<file path="src/hw/rtl/sml_pkg.sv">
// Shared types, codes and elaboration helpers for the sorted mutation table.
// Used by sml_cell, sml_or_tree and sorted_mutation_list; depends on nothing.
package sml_pkg;

  localparam int DEPTH_DEF  = 64;
  localparam int IDX_W      = 6;
  localparam int READ_SLOTS = 64;
  localparam int TREE_RADIX = 8;

  localparam logic [1:0] OP_ADD   = 2'd0;
  localparam logic [1:0] OP_CLEAR = 2'd1;
  localparam logic [1:0] OP_READ  = 2'd2;

  localparam logic [2:0] STAT_INSERTED  = 3'd0;
  localparam logic [2:0] STAT_UPDATED   = 3'd1;
  localparam logic [2:0] STAT_REMOVED   = 3'd2;
  localparam logic [2:0] STAT_ORDER_ERR = 3'd3;
  localparam logic [2:0] STAT_FULL      = 3'd4;
  localparam logic [2:0] STAT_CLEARED   = 3'd5;
  localparam logic [2:0] STAT_READ_DONE = 3'd6;

  typedef struct packed {
    logic [1:0]       operation;
    logic [31:0]      position;
    logic [3:0]       parent_nuc;
    logic [3:0]       new_nuc;
    logic [IDX_W-1:0] read_index;
  } req_t;

  typedef struct packed {
    logic [2:0]  status;
    logic [6:0]  entry_count;
    logic [31:0] read_position;
    logic [3:0]  read_parent_nuc;
    logic [3:0]  read_new_nuc;
    logic        read_valid;
  } rsp_t;

  typedef struct packed {
    logic [31:0] pos;
    logic [3:0]  par;
    logic [3:0]  nuc;
  } entry_t;

  typedef enum logic [1:0] {
    ACT_NONE,
    ACT_INSERT,
    ACT_UPDATE,
    ACT_REMOVE
  } cell_act_t;

  // Broadcast from the controller to every cell.
  typedef struct packed {
    logic [31:0]      key;
    logic [3:0]       par;
    logic [3:0]       nuc;
    logic [IDX_W-1:0] idx;
    cell_act_t        act;
  } cell_cmd_t;

  // Flags and read data that each cell hands to the OR tree.
  typedef struct packed {
    logic   upd;
    logic   rem;
    logic   err;
    logic   rd_valid;
    entry_t rd_ent;
  } leaf_t;

  typedef enum logic [1:0] {
    S_IDLE,
    S_EVAL,
    S_COMMIT
  } fsm_state_t;

  function automatic int tree_nodes(input int n, input int lvl);
    int m;
    m = n;
    for (int k = 0; k < lvl; k++) begin
      m = (m + TREE_RADIX - 1) >> 3;
    end
    return m;
  endfunction

  function automatic int tree_levels(input int n);
    int l;
    int m;
    l = 1;
    m = (n + TREE_RADIX - 1) >> 3;
    while (m > 1) begin
      m = (m + TREE_RADIX - 1) >> 3;
      l++;
    end
    return l;
  endfunction

endpackage

</file>
<file path="src/hw/rtl/sml_cell.sv">
// One slot of the sorted table: holds an entry, compares it with the request
// and shifts with its neighbors on insert or remove. Depends on sml_pkg.
module sml_cell #(
  parameter int IDX   = 0,
  parameter int DEPTH = sml_pkg::DEPTH_DEF
) (
  input  logic                       clk,
  input  sml_pkg::cell_cmd_t         cmd,
  input  logic [$clog2(DEPTH+1)-1:0] count,
  input  sml_pkg::entry_t            left_ent,
  input  logic                       left_lt,
  input  sml_pkg::entry_t            right_ent,
  output sml_pkg::entry_t            ent,
  output logic                       lt,
  output sml_pkg::leaf_t             leaf
);
  import sml_pkg::*;

  localparam int               CNT_W    = $clog2(DEPTH + 1);
  localparam logic [CNT_W-1:0] IDX_C    = CNT_W'(IDX);
  localparam bit               IS_HEAD  = (IDX == 0);
  localparam bit               READABLE = (IDX < READ_SLOTS);
  localparam logic [IDX_W-1:0] SLOT     = IDX_W'(IDX);

  entry_t ent_next;
  logic   occ;
  logic   first;
  logic   hit;
  logic   same_parent;
  logic   rd_hit;

  always_comb begin
    occ         = IDX_C < count;
    lt          = occ && (ent.pos < cmd.key);
    // The first slot not below the key is where the key lives or would go.
    first       = !lt && (IS_HEAD || left_lt);
    hit         = first && occ && (ent.pos == cmd.key);
    same_parent = ent.par == cmd.nuc;
    rd_hit      = READABLE && occ && (SLOT == cmd.idx);

    leaf.upd      = hit && !same_parent;
    leaf.rem      = hit && same_parent && (ent.nuc == cmd.par);
    leaf.err      = hit && same_parent && (ent.nuc != cmd.par);
    leaf.rd_valid = rd_hit;
    leaf.rd_ent   = rd_hit ? ent : '0;
  end

  always_comb begin
    ent_next = ent;
    case (cmd.act)
      ACT_INSERT: begin
        if (first) begin
          ent_next.pos = cmd.key;
          ent_next.par = cmd.par;
          ent_next.nuc = cmd.nuc;
        end else if (!lt) begin
          ent_next = left_ent;
        end
      end
      ACT_UPDATE: begin
        if (hit) begin
          ent_next.nuc = cmd.nuc;
        end
      end
      ACT_REMOVE: begin
        if (!lt) begin
          ent_next = right_ent;
        end
      end
      default: begin
        ent_next = ent;
      end
    endcase
  end

  always_ff @(posedge clk) begin
    ent <= ent_next;
  end

endmodule

</file>
<file path="config.mk">
export PLATFORM = sky130hd
export DESIGN_NAME = sml_cell
export DESIGN_NICKNAME = d
export VERILOG_FILES = /design/src/hw/rtl/sml_pkg.sv /design/src/hw/rtl/sml_cell.sv
export SDC_FILE = /design/constraint.sdc
export NUM_CORES = 1
export LEC_CHECK = 0
export BUFFER_PORTS_ARGS = -buffer_cell sky130_fd_sc_hd__buf_4
export CAP_MARGIN = 40
export CORE_AREA = 3 3 92 94
export CTS_CLUSTER_DIAMETER = 30
export DETAILED_ROUTE_END_ITERATION = 12
export DIE_AREA = 0 0 95 97
export PLACE_DENSITY = 0.75
export RECOVER_POWER = 50
export SLEW_MARGIN = 20
export SYNTH_ARGS = -nofsm -noshare
export SYNTH_HDL_FRONTEND = slang
export SYNTH_SLANG_ARGS = --single-unit
</file>
<file path="constraint.sdc">
create_clock -name clk -period 5 [get_ports clk]
set_clock_uncertainty 0.1 [all_clocks]
set_input_delay 1.5 -clock clk [delete_from_list [all_inputs] [get_ports clk]]
set_output_delay 1.5 -clock clk [all_outputs]
set_load 0.05 [all_outputs]
</file>
### Word-level counts from Yosys, hierarchy flattened

Index checks and enable logic that the tools add are counted.

* bits of input ports: 137
* bits in registers: 40
* logic and storage cells: 36
* output and inout port bits: 85

* reductions and logical operators: 15
* multiplexer cells: 6
* equal/unequal tests: 10
* order comparisons: 2

Operators with widths (number)
* $mux 40: 3
* $pmux 36 s2: 1
* $eq 32x32->1: 1
* $lt 32x32->1: 1
* $pmux 4 s3: 1
* $eq 4x4->1: 2
* $logic_and 1x1->1: 8
* $lt 1x7->1 const A: 1
* $logic_not 6->1: 1
* $ne 2x2->1 const B: 3
* $eq 2x2->1 const B: 2
* $mux 4: 1
* $ne 4x4->1: 1
* $reduce_and 4->1: 1
* $reduce_and 3->1: 1
* $reduce_bool 3->1: 1
* $eq 2x1->1 const B: 1
* $logic_not 1->1: 2
* $reduce_bool 2->1: 1

### Depth between registers and ports, before layout

Gate-level depths: netlist of run 1.

* depth in word-level cells: 7
* depth in mapped cells: 8

### Worst setup path after synthesis of run 1

OpenSTA, ideal clock, no wires.

* kind: input to output
* start point: in cmd[30] in the netlist's numbering
* end point: out leaf[41] in the netlist's numbering
* required time: 3.400 ns
* slack: -0.422 ns
* stages: 7
* arrival time: 3.822 ns
* path buffers: 0
* cells stage by stage: inv_1 > ha_1 > nand4_2 > nor4_2 > nor3b_1 > o211ai_2 > nor3b_1

RTL lines
* from (decl): RTL line sml_cell.sv:8 `input sml_pkg::cell_cmd_t cmd,`
* to (decl): RTL line sml_cell.sv:15 `output sml_pkg::leaf_t leaf`

### Worst setup path after layout of run 1

* start point: in cmd[30] in the netlist's numbering
* end point: out lt

* cells in the longest elaborated chain, start to end: 2

RTL lines
* $lt 32x32->1: RTL line sml_cell.sv:34 `lt = occ && (ent.pos < cmd.key);`
* $logic_and 1x1->1: RTL line sml_cell.sv:34
* to (decl): RTL line sml_cell.sv:14 `output logic lt,`

No other way between the ends.

==> results of run 1 <==
-- synth_stat cells --
library cell	instances	area share (%)
nand4_1	5	1.0
a221o_1	1	0.33
nand4_2	2	0.82
mux2_2	40	15
nand2_1	9	1.1
a211oi_1	2	0.49
and2_4	9	2.6
a22oi_2	1	0.41
o21a_1	1	0.25
a21o_2	1	0.29
ha_1	32	13
buf_6	4	1.5
and3_2	1	0.25
buf_4	1	0.25
a21oi_1	12	2.0
a21boi_0	1	0.25
o211ai_2	2	0.82
clkbuf_1	4	0.49
nor3_1	1	0.16
nor2b_1	1	0.21
inv_1	34	4.2
a2111o_1	1	0.37
xnor2_1	8	2.3
edfxtp_1	40	40
o21ai_0	3	0.49
and2_1	31	6.4
nor4_4	2	1.4
nor2_1	5	0.62
o2bb2ai_1	1	0.29
nand3_1	2	0.33
nor3b_1	2	0.49
and3_4	1	0.37
nor4_2	2	0.82
a211oi_2	1	0.41
or4_4	2	0.74
-- layout make-up --
cell class	count	area [um2]	area share (%)
clock buffers	7	76.32	1.690
clock inverters	1	3.754	0.08313
inverters	34	127.6	2.826
multi-input cells	182	1702	37.68
flip-flops and latches	40	1201	26.60
well taps	102	127.6	2.826
repair buffers	188	1277	28.29
-- cell families after synthesis --
logic type / Yosys count / share of synthesized area, %
AND/OR/NAND/NOR: 75 / 17.34
buffers and inverters: 43 / 6.425
multiplexers: 40 / 14.83
flip-flops: 40 / 39.54
adder cells (fa/ha/maj): 32 / 13.18
AO/OA/AOI/OAI: 27 / 6.384
XOR/XNOR: 8 / 2.307
-- worst min-delay path: stages (launching register included) --
cell and delay (ps):
edfxtp_1 380, ha_1 250, nand4_1 110, nor3b_2 60, o211ai_4 100, a211oi_1 180
-- routing by layer --
metal | up-vias | GRT usage [%] | part of all wire [%] | wire [um]
li1 | 1312 | - | - | -
met1 | 1213 | 18.88 | 38 | 3065
met2 | 104 | 33.46 | 54 | 4411
met3 | 6 | 3.888 | 7.4 | 607
met4 | 0 | 3.108 | 0.80 | 65
met5 | - | 0 | 0 | 0
-- worst max path at each step --
stage                       start        to  slack (ps)  cells past startpoint
after floorplan           cmd[46]  leaf[43]          -9                      7
after global placement    cmd[34]  leaf[41]          -5                     10
after detailed placement  cmd[34]  leaf[43]         -20                     10
after CTS                 cmd[46]  leaf[41]          20                      9
after global routing      cmd[30]        lt         -30                      9
final                     cmd[30]        lt         110                      9
-- where the power goes --
group          internal (mW)  switching (mW)  total (mW)
Combinational          0.126           0.179       0.306
Clock                 0.0974           0.112       0.209
Sequential             0.400          0.0169       0.417
Total                  0.624           0.308       0.932
-- through the flow --
step | hold slack [ps] | instance area [um2] | worst slack [ps]
CTS | 1194 | 4646 | 15.06
detailed placement | 1178 | 4554 | -22.39
floorplan | 1373 | 3055 | -9.252
global placement | 1142 | 4534 | -5.274
finish | 1176 | 4516 | 105.4
global route | 1266 | 4516 | -28.74
-- what timing repair did --
item | 4_1_cts | 5_1_grt
endpoints found under the hold margin | 0 | 0
pin swaps | 3 | 4
buffers inserted | 0 | 1
endpoints found under the setup margin | 3 | 3
gates resized for setup | 3 | 6
==> results.md, run 1 <==
- Rel. slew slack: -8.234%
- Clk buf depth: 2
- Critical Path Start Type: input pin
- Most frequent cells in the layout: buf_4, clkbuf_1, mux2_2, edfxtp_1, inv_1
- PwrDens: 206.4 nW/um2
- Share of layout cells above drive strength 1: 48.23%
- WHS Endpoint: ent[2]
- Syn Inst Count: 265
- First-pass GRT wire length: 12,740 um
- Syn Nets: 434
- Synth cell types: 35
- CTS tree: built
- Crit path buf inv count: 4
- Antenna cells: 0
- DP Wirelength: 6674 um
- RD Place Congestion: 0.7788
- Vias/cell: 4.756
- Worst Path Required: 3400 ps
- Num ports: 222
- # placed instances: 545
- Total Wirelength: 8151 um
- Syn avg cell area: 11.46 um2
- Fin cells: 554
- Row cnt: 32
- Gr usage total: 17.32%
- Failing checks: capacitance limit, slew limit
- Vias in the first global route: 2,712
- Fin. Hold Viols: 0
- Run status: finished with violations
- Initial core utilization: 39.31%
- Number of synthesized register bits: 40
- Hold Crit Class: reg -> reg
- Critical path, cell by cell: buf_4 > inv_1 > ha_1 > a21oi_1 > a21boi_0 > a2111o_1 > buf_4 > a211oi_4 > buf_6
- Worst Hold Depth: 5
- Iter 0 DRT Violations: 53
- Initial DRT Pass Iterations: 4
- Largest net degree at the start of global routing: 42
- Fin nets: 620
- Core Util, Final: 58.44%
- Die Wd: 95 um
- Tcrit/Tclk final: 97.89%
- Largest register FFs: 40
- Die area: 9215 um2
- Max Freq: 204.3 MHz
- Max Cap Viol: 1
- Top reg by flops: ent
- Final setup TNS: 0 ps
- P&R area growth vs syn: 48.64%
- Most common cell on crit path: buf_4
- Number of remaining DRC errors: 0
- TritonCTS Sinks: 40
- Final worst path period need: 4895 ps
- Via count: 2,635
- RSZ-0062 raised after global routing: yes
- Depth of the CTS H-tree: 2
- Routed len/inst: 14.71 um
- # setup viols final: 0
- Peak VDD IR: 0.08436 mV
- Reg-to-Reg End: ent[27]
- Most common cell after layout, fill and taps aside: buf_4
- ANT nets after route: 0
- Max Slew Vio Count: 29
- Clock latency on the worst-skew pair: 280 ps
- Crit path max-delay cell type: a2111o_1
- Initial antenna violation count: 0
- Largest regs: ent (40)
- Crit-path max FO: 3
- Post-synthesis sequential area ratio: 39.54%
- Reg-to-Reg Start: ent[22]
- Hold_sp: ent[9]
- Congestion Overflow GR: 0
- Measured slew at the worst slew-check pin: 1624 ps
- Static Leakage: 2.074 nW
- Fillers: 732
- CTS Root Buffer Type: clkbuf_8
- Core area: 7727 um2
- Worst path arrival time: 3290 ps
- Power after layout: 0.9319 mW
- Synth Warn #: 0
- FF-to-FF setup slack: 1710 ps
- Die height: 97 um
- CTS clock-pin slew for the worst setup and hold paths: 80 ps
- CTS Hold Bufs: 0
- Cell area after synthesis: 3038 um2
- Port bufs: 180
- Worst setup EP type: primary output
- Delay-heaviest family, CP: compound AO/OA/AOI/OAI gates
- Crit Path Category: in -> out
- R2R depth: 9
- Worst path max stage delay: 420 ps
- Clock buffer count from CTS: 5
Note: power is estimated with default switching activity, not from simulation.
==> run 2, diff against run 1 <==
--- a/config.mk
+++ b/config.mk
@@ -6,11 +6,11 @@
 export NUM_CORES = 1
 export LEC_CHECK = 0
 export BUFFER_PORTS_ARGS = -buffer_cell sky130_fd_sc_hd__buf_4
-export CAP_MARGIN = 40
 export CORE_AREA = 3 3 92 94
 export CTS_CLUSTER_DIAMETER = 30
 export DETAILED_ROUTE_END_ITERATION = 12
 export DIE_AREA = 0 0 95 97
+export GPL_TIMING_DRIVEN = 0
 export PLACE_DENSITY = 0.75
 export RECOVER_POWER = 50
 export SLEW_MARGIN = 20
==> run 2 against run 1 <==
Net effect:
- final cell count increased by 0.54%
- clock power grew 2%
- largest cell class unchanged
- final area up 2.7%
- the run now ends clean
- total power rose by 1.6%
==> results.md, run 2 (same netlist as run 1, synthesis figures left out) <==
- Reg-to-Reg Start: ent[22]
- Die Wd: 95 um
- Port bufs: 180
- Crit-path max FO: 4
- Initial core utilization: 39.31%
- DP Wirelength: 6987 um
- Gr usage total: 18.39%
- Worst Path Required: 3400 ps
- Worst path arrival time: 3270 ps
- Reg-to-Reg End: ent[20]
- Final hold slack: 1186 ps
- Placed cell area: 4569 um2
- CTS clock-pin slew for the worst setup and hold paths: 80 ps
- Iter 0 DRT Violations: 47
- Largest register FFs: 40
- Rel. slew slack: 47.67%
- Critical Path Start Type: input pin
- Via count: 2,671
- FF-to-FF setup slack: 2040 ps
- Core area: 7727 um2
- Run status: completed
- Depth of the CTS H-tree: 2
- Core Util, Final: 59.99%
- RSZ-0062 raised after global routing: yes
- Clock latency on the worst-skew pair: 290 ps
- Die height: 97 um
- Crit Path Category: in -> out
- Vias in the first global route: 2,764
- Max Slew Vio Count: 0
- Number of remaining DRC errors: 0
- Initial antenna violation count: 0
- Congestion Overflow GR: 0
- TritonCTS Sinks: 40
- Fillers: 692
- CTS Root Buffer Type: clkbuf_8
- Initial DRT Pass Iterations: 4
- Vias/cell: 4.795
- Hold_sp: ent[24]
- Final worst path period need: 4871 ps
- Peak VDD IR: 0.1037 mV
- Max Cap Viol: 0
- Power after layout: 0.9472 mW
- # setup viols final: 0
- Worst Hold Depth: 4
- ANT nets after route: 0
- PwrDens: 204.3 nW/um2
- Final setup TNS: 0 ps
- Hold Crit Class: reg -> reg
- Worst setup EP type: primary output
- Clock buffer count from CTS: 5
- Fin. Hold Viols: 0
- CTS tree: built
- Most common cell after layout, fill and taps aside: buf_4
- Antenna cells: 0
- Fin nets: 623
- Most frequent cells in the layout: buf_4, mux2_2, edfxtp_1
- WHS Endpoint: ent[2]
- Num ports: 222
- Measured slew at the worst slew-check pin: 780.2 ps
- Reg area: 1201 um2
- Total Wirelength: 8427 um
- Clk buf depth: 2
- Largest net degree at the start of global routing: 20
- RD Place Congestion: 0.7575
- Die area: 9215 um2
- Largest regs: ent (40)
- Routed len/inst: 15.13 um
- R2R depth: 8
- CTS Hold Bufs: 0
- Area of the multi-input gates: 1732 um2
- Static Leakage: 2.147 nW
- Tcrit/Tclk final: 97.43%
- Row cnt: 32
- Final Instance Area: 4636 um2
- Share of layout cells above drive strength 1: 51.43%
- P&R area growth vs syn: 52.59%
- Top reg by flops: ent
- First-pass GRT wire length: 13,430 um
- Max Freq: 205.3 MHz
run 2: metrics by stage:
step,setup slack [ps],cells
floorplan,-9.252,265
global placement,-828.7,547
detailed placement,-61.32,548
CTS,5.950,556
global route,-10.81,557
finish,128.7,557
run 2: final cells by class:
cell class	instances	share of cell area [%]
Clock buffer	7	1.646
Multi-Input combinational cell	182	37.35
Inverter	34	2.753
Sequential cell	40	25.91
Timing Repair Buffer	182	28.04
Clock inverter	1	0.08097
Buffer	9	1.457
Tap cell	102	2.753
run 2: where the power goes:
| part | total (mW) | switching [mW] | leakage [nW] | internal [mW] |
|---|---|---|---|---|
| Combinational | 0.318 | 0.183 | 1.73 | 0.135 |
| Clock | 0.213 | 0.116 | 0.0399 | 0.0975 |
| Sequential | 0.416 | 0.0166 | 0.372 | 0.400 |
run 2: repair_timing:
item	CTS	global route
pin swaps	3	4
setup buffers	0	1
resized for setup	4	8
endpoints found under the setup margin	4	4
run 2: worst max-delay path: stages:
cell and delay [ps]:
buf_4 80, inv_1 30, ha_1 290, a21o_2 210
a221o_1 310, a22oi_2 210, o211ai_4 130, o211ai_4 240
nor2b_1 90, buf_6 160
run 2: how the worst max path moves through the flow:
| stage | to | depth (start not counted) | startpoint |
|---|---|---|---|
| after floorplan | leaf[43] | 7 | cmd[46] |
| after global placement | ent[25] | 8 | cmd[46] |
| after detailed placement | lt | 9 | cmd[34] |
| after CTS | leaf[41] | 9 | cmd[46] |
| after global routing | leaf[41] | 9 | cmd[30] |
| final | leaf[43] | 10 | cmd[34] |
run 2: layer usage:
metal / up-vias / GRT usage [%] / routed length [um]
li1: 1324 / - / -
met1: 1227 / 21.97 / 3336
met4: 0 / 4.772 / 123
met2: 110 / 32.86 / 4347
met5: - / 0 / 0
met3: 10 / 3.888 / 621
==> run 3, diff against run 2 <==
--- a/config.mk
+++ b/config.mk
@@ -6,12 +6,12 @@
 export NUM_CORES = 1
 export LEC_CHECK = 0
 export BUFFER_PORTS_ARGS = -buffer_cell sky130_fd_sc_hd__buf_4
-export CORE_AREA = 3 3 92 94
+export CORE_AREA = 3 3 91 93
 export CTS_CLUSTER_DIAMETER = 30
 export DETAILED_ROUTE_END_ITERATION = 12
-export DIE_AREA = 0 0 95 97
+export DIE_AREA = 0 0 94 96
 export GPL_TIMING_DRIVEN = 0
-export PLACE_DENSITY = 0.75
+export PLACE_DENSITY = 0.77
 export RECOVER_POWER = 50
 export SLEW_MARGIN = 20
 export SYNTH_ARGS = -nofsm -noshare
==> run 3 against run 2 <==
Net effect:
- critical path depth unchanged
- utilization is 0.32 points higher
- final area is 1.0% lower
- wire length down 2.1%
- via count decreased by 1.3%
- flip-flop and latch count unchanged
- worst setup slack got worse by 20 ps
- clock power down 3%
- critical path type unchanged
- largest power group unchanged
==> results.md, run 3 (same netlist as run 1, synthesis figures left out) <==
- Port bufs: 180
- WHS Endpoint: ent[1]
- ANT nets after route: 0
- Reg-to-Reg Start: ent[34]
- Most frequent cells in the layout: buf_4, clkbuf_1, mux2_2, edfxtp_1, inv_1
- Critical path, cell by cell: buf_4 > inv_1 > ha_1 > and3_4 > a221o_1 > a22oi_2 > o211ai_4 > o211ai_4 > nor2b_1 > buf_6
- Largest register FFs: 40
- Antenna cells: 0
- Crit. path cell count: 10
- PwrDens: 202.6 nW/um2
- Clk buf depth: 2
- TritonCTS Sinks: 40
- Crit Path Category: in -> out
- Max Freq: 204.4 MHz
- Critical Path Start Type: input pin
- Iter 0 DRT Violations: 35
- Crit path max-delay cell type: a221o_1
- Largest net degree at the start of global routing: 25
- Worst path max stage delay: 340 ps
- Clock latency on the worst-skew pair: 290 ps
- Delay-heaviest family, CP: compound AO/OA/AOI/OAI gates
- Area of the multi-input gates: 1740 um2
- Most common cell on crit path: o211ai_4
- Crit path buf inv count: 3
- Hold_sp: ent[24]
- Most common cell after layout, fill and taps aside: buf_4
- Power after layout: 0.9297 mW
- Worst Path Required: 3400 ps
- Total Wirelength: 8251 um
- Row cnt: 32
- Crit-path max FO: 4
- CTS Hold Bufs: 0
- FF-to-FF setup slack: 1810 ps
- Final worst path period need: 4892 ps
- Vias in the first global route: 2,623
- Hold Crit Class: reg -> reg
- RD Place Congestion: 0.6928
- Via count: 2,635
- Die Wd: 94 um
- Worst path arrival time: 3290 ps
- Rel. slew slack: 23.69%
- Vias/cell: 4.731
- Initial DRT Pass Iterations: 3
- CTS clock-pin slew for the worst setup and hold paths: 70 ps
- Max Slew Vio Count: 0
- CTS Root Buffer Type: clkbuf_8
- Tcrit/Tclk final: 97.84%
- Routed len/inst: 14.81 um
- Max Cap Viol: 0
- Initial antenna violation count: 0
- P&R area growth vs syn: 51.03%
- Number of remaining DRC errors: 0
- Run status: completed
- Worst Hold Depth: 5
- Fin worst setup slack: 108.2 ps
- Top reg by flops: ent
- Fillers: 695
- CTS tree: built
- Gr usage total: 17.63%
- Measured slew at the worst slew-check pin: 1140 ps
- Dpl ws: -67.00 ps
- Reg-to-Reg End: ent[25]
- Largest regs: ent (40)
- Fin. Hold Viols: 0
- Depth of the CTS H-tree: 2
- Num ports: 222
- Die area: 9024 um2
- Static Leakage: 2.096 nW
- Clock buffer count from CTS: 5
- R2R depth: 8
- # setup viols final: 0
- Share of layout cells above drive strength 1: 49.01%
- First-pass GRT wire length: 12,530 um
- Reg area: 1201 um2
- RSZ-0062 raised after global routing: no
- DP Wirelength: 6854 um
- Fin nets: 623
- Worst setup EP type: primary output
- Core area: 7607 um2
- Congestion Overflow GR: 0
- Die height: 96 um
- Initial core utilization: 39.93%
- Peak VDD IR: 0.1010 mV
[run 3: changes by cell type in the layout (fill, tap and decap cells not counted), moves of 2 or more]
cell | previous run | this run
buf_4 | 151 | 137
clkbuf_1 | 33 | 46
ha_1 | 31 | 29
ha_4 | 1 | 3
[run 3: report_power, final]
group / internal, mW / switching [mW] / total, mW / leakage [nW]
Clock: 0.0973 / 0.109 / 0.206 / 0.0399
Combinational: 0.127 / 0.179 / 0.306 / 1.68
Sequential: 0.400 / 0.0173 / 0.417 / 0.372
Total: 0.624 / 0.305 / 0.930 / 2.10
[run 3: through the flow]
stage / hold WS, ps / TNS (ps) / instances / instance area (um2) / utilization, %
6_report: 1254 / 0 / 557 / 4588 / 60.31
5_1_grt: 1352 / 0 / 557 / 4588 / 60.31
4_1_cts: 1194 / 0 / 556 / 4676 / 61.46
3_5_place_dp: 1179 / -218.8 / 548 / 4562 / 59.97
3_3_place_gp: 1137 / -30200 / 547 / 4534 / 59.61
2_1_floorplan: 1373 / -9.252 / 265 / 3055 / -
[run 3: cell type report]
| class | instances | share of cell area (%) |
|---|---|---|
| Multi-Input combinational cell | 182 | 37.93 |
| Timing Repair Buffer | 182 | 27.11 |
| Sequential cell | 40 | 26.18 |
| Inverter | 34 | 2.782 |
| Tap cell | 102 | 2.782 |
| Clock buffer | 7 | 1.663 |
| Buffer | 9 | 1.473 |
| Clock inverter | 1 | 0.08181 |
[run 3: worst max path at each step]
stage                       start        to  slack, ps
after global placement    cmd[46]   ent[25]       -840
after floorplan           cmd[46]  leaf[43]         -9
after CTS                 cmd[34]  leaf[42]          1
after global routing      cmd[41]  leaf[41]          3
after detailed placement  cmd[34]  leaf[43]        -70
final                     cmd[33]  leaf[43]        110
[run 3: metal layers]
metal / track usage [%] / wire length (um) / vias up
li1: - / - / 1322
met1: 20.72 / 3210 / 1201
met2: 32.29 / 4279 / 106
met3: 4.769 / 674 / 6
met4: 3.490 / 86 / 0
met5: 0 / 0 / -
[run 3: what timing repair did]
| action | in CTS | in global routing |
|---|---|---|
| buffers inserted | 0 | 1 |
| setup endpoints to repair | 4 | 4 |
| gates resized for setup | 6 | 8 |
| pin swaps | 2 | 13 |
[run 3: tightest hold or removal path: stages (launching register included)]
cell      delay (ps)
edfxtp_1         390
ha_1             240
and3_4           170
o211ai_4         110
buf_4            120
a211oi_1         140
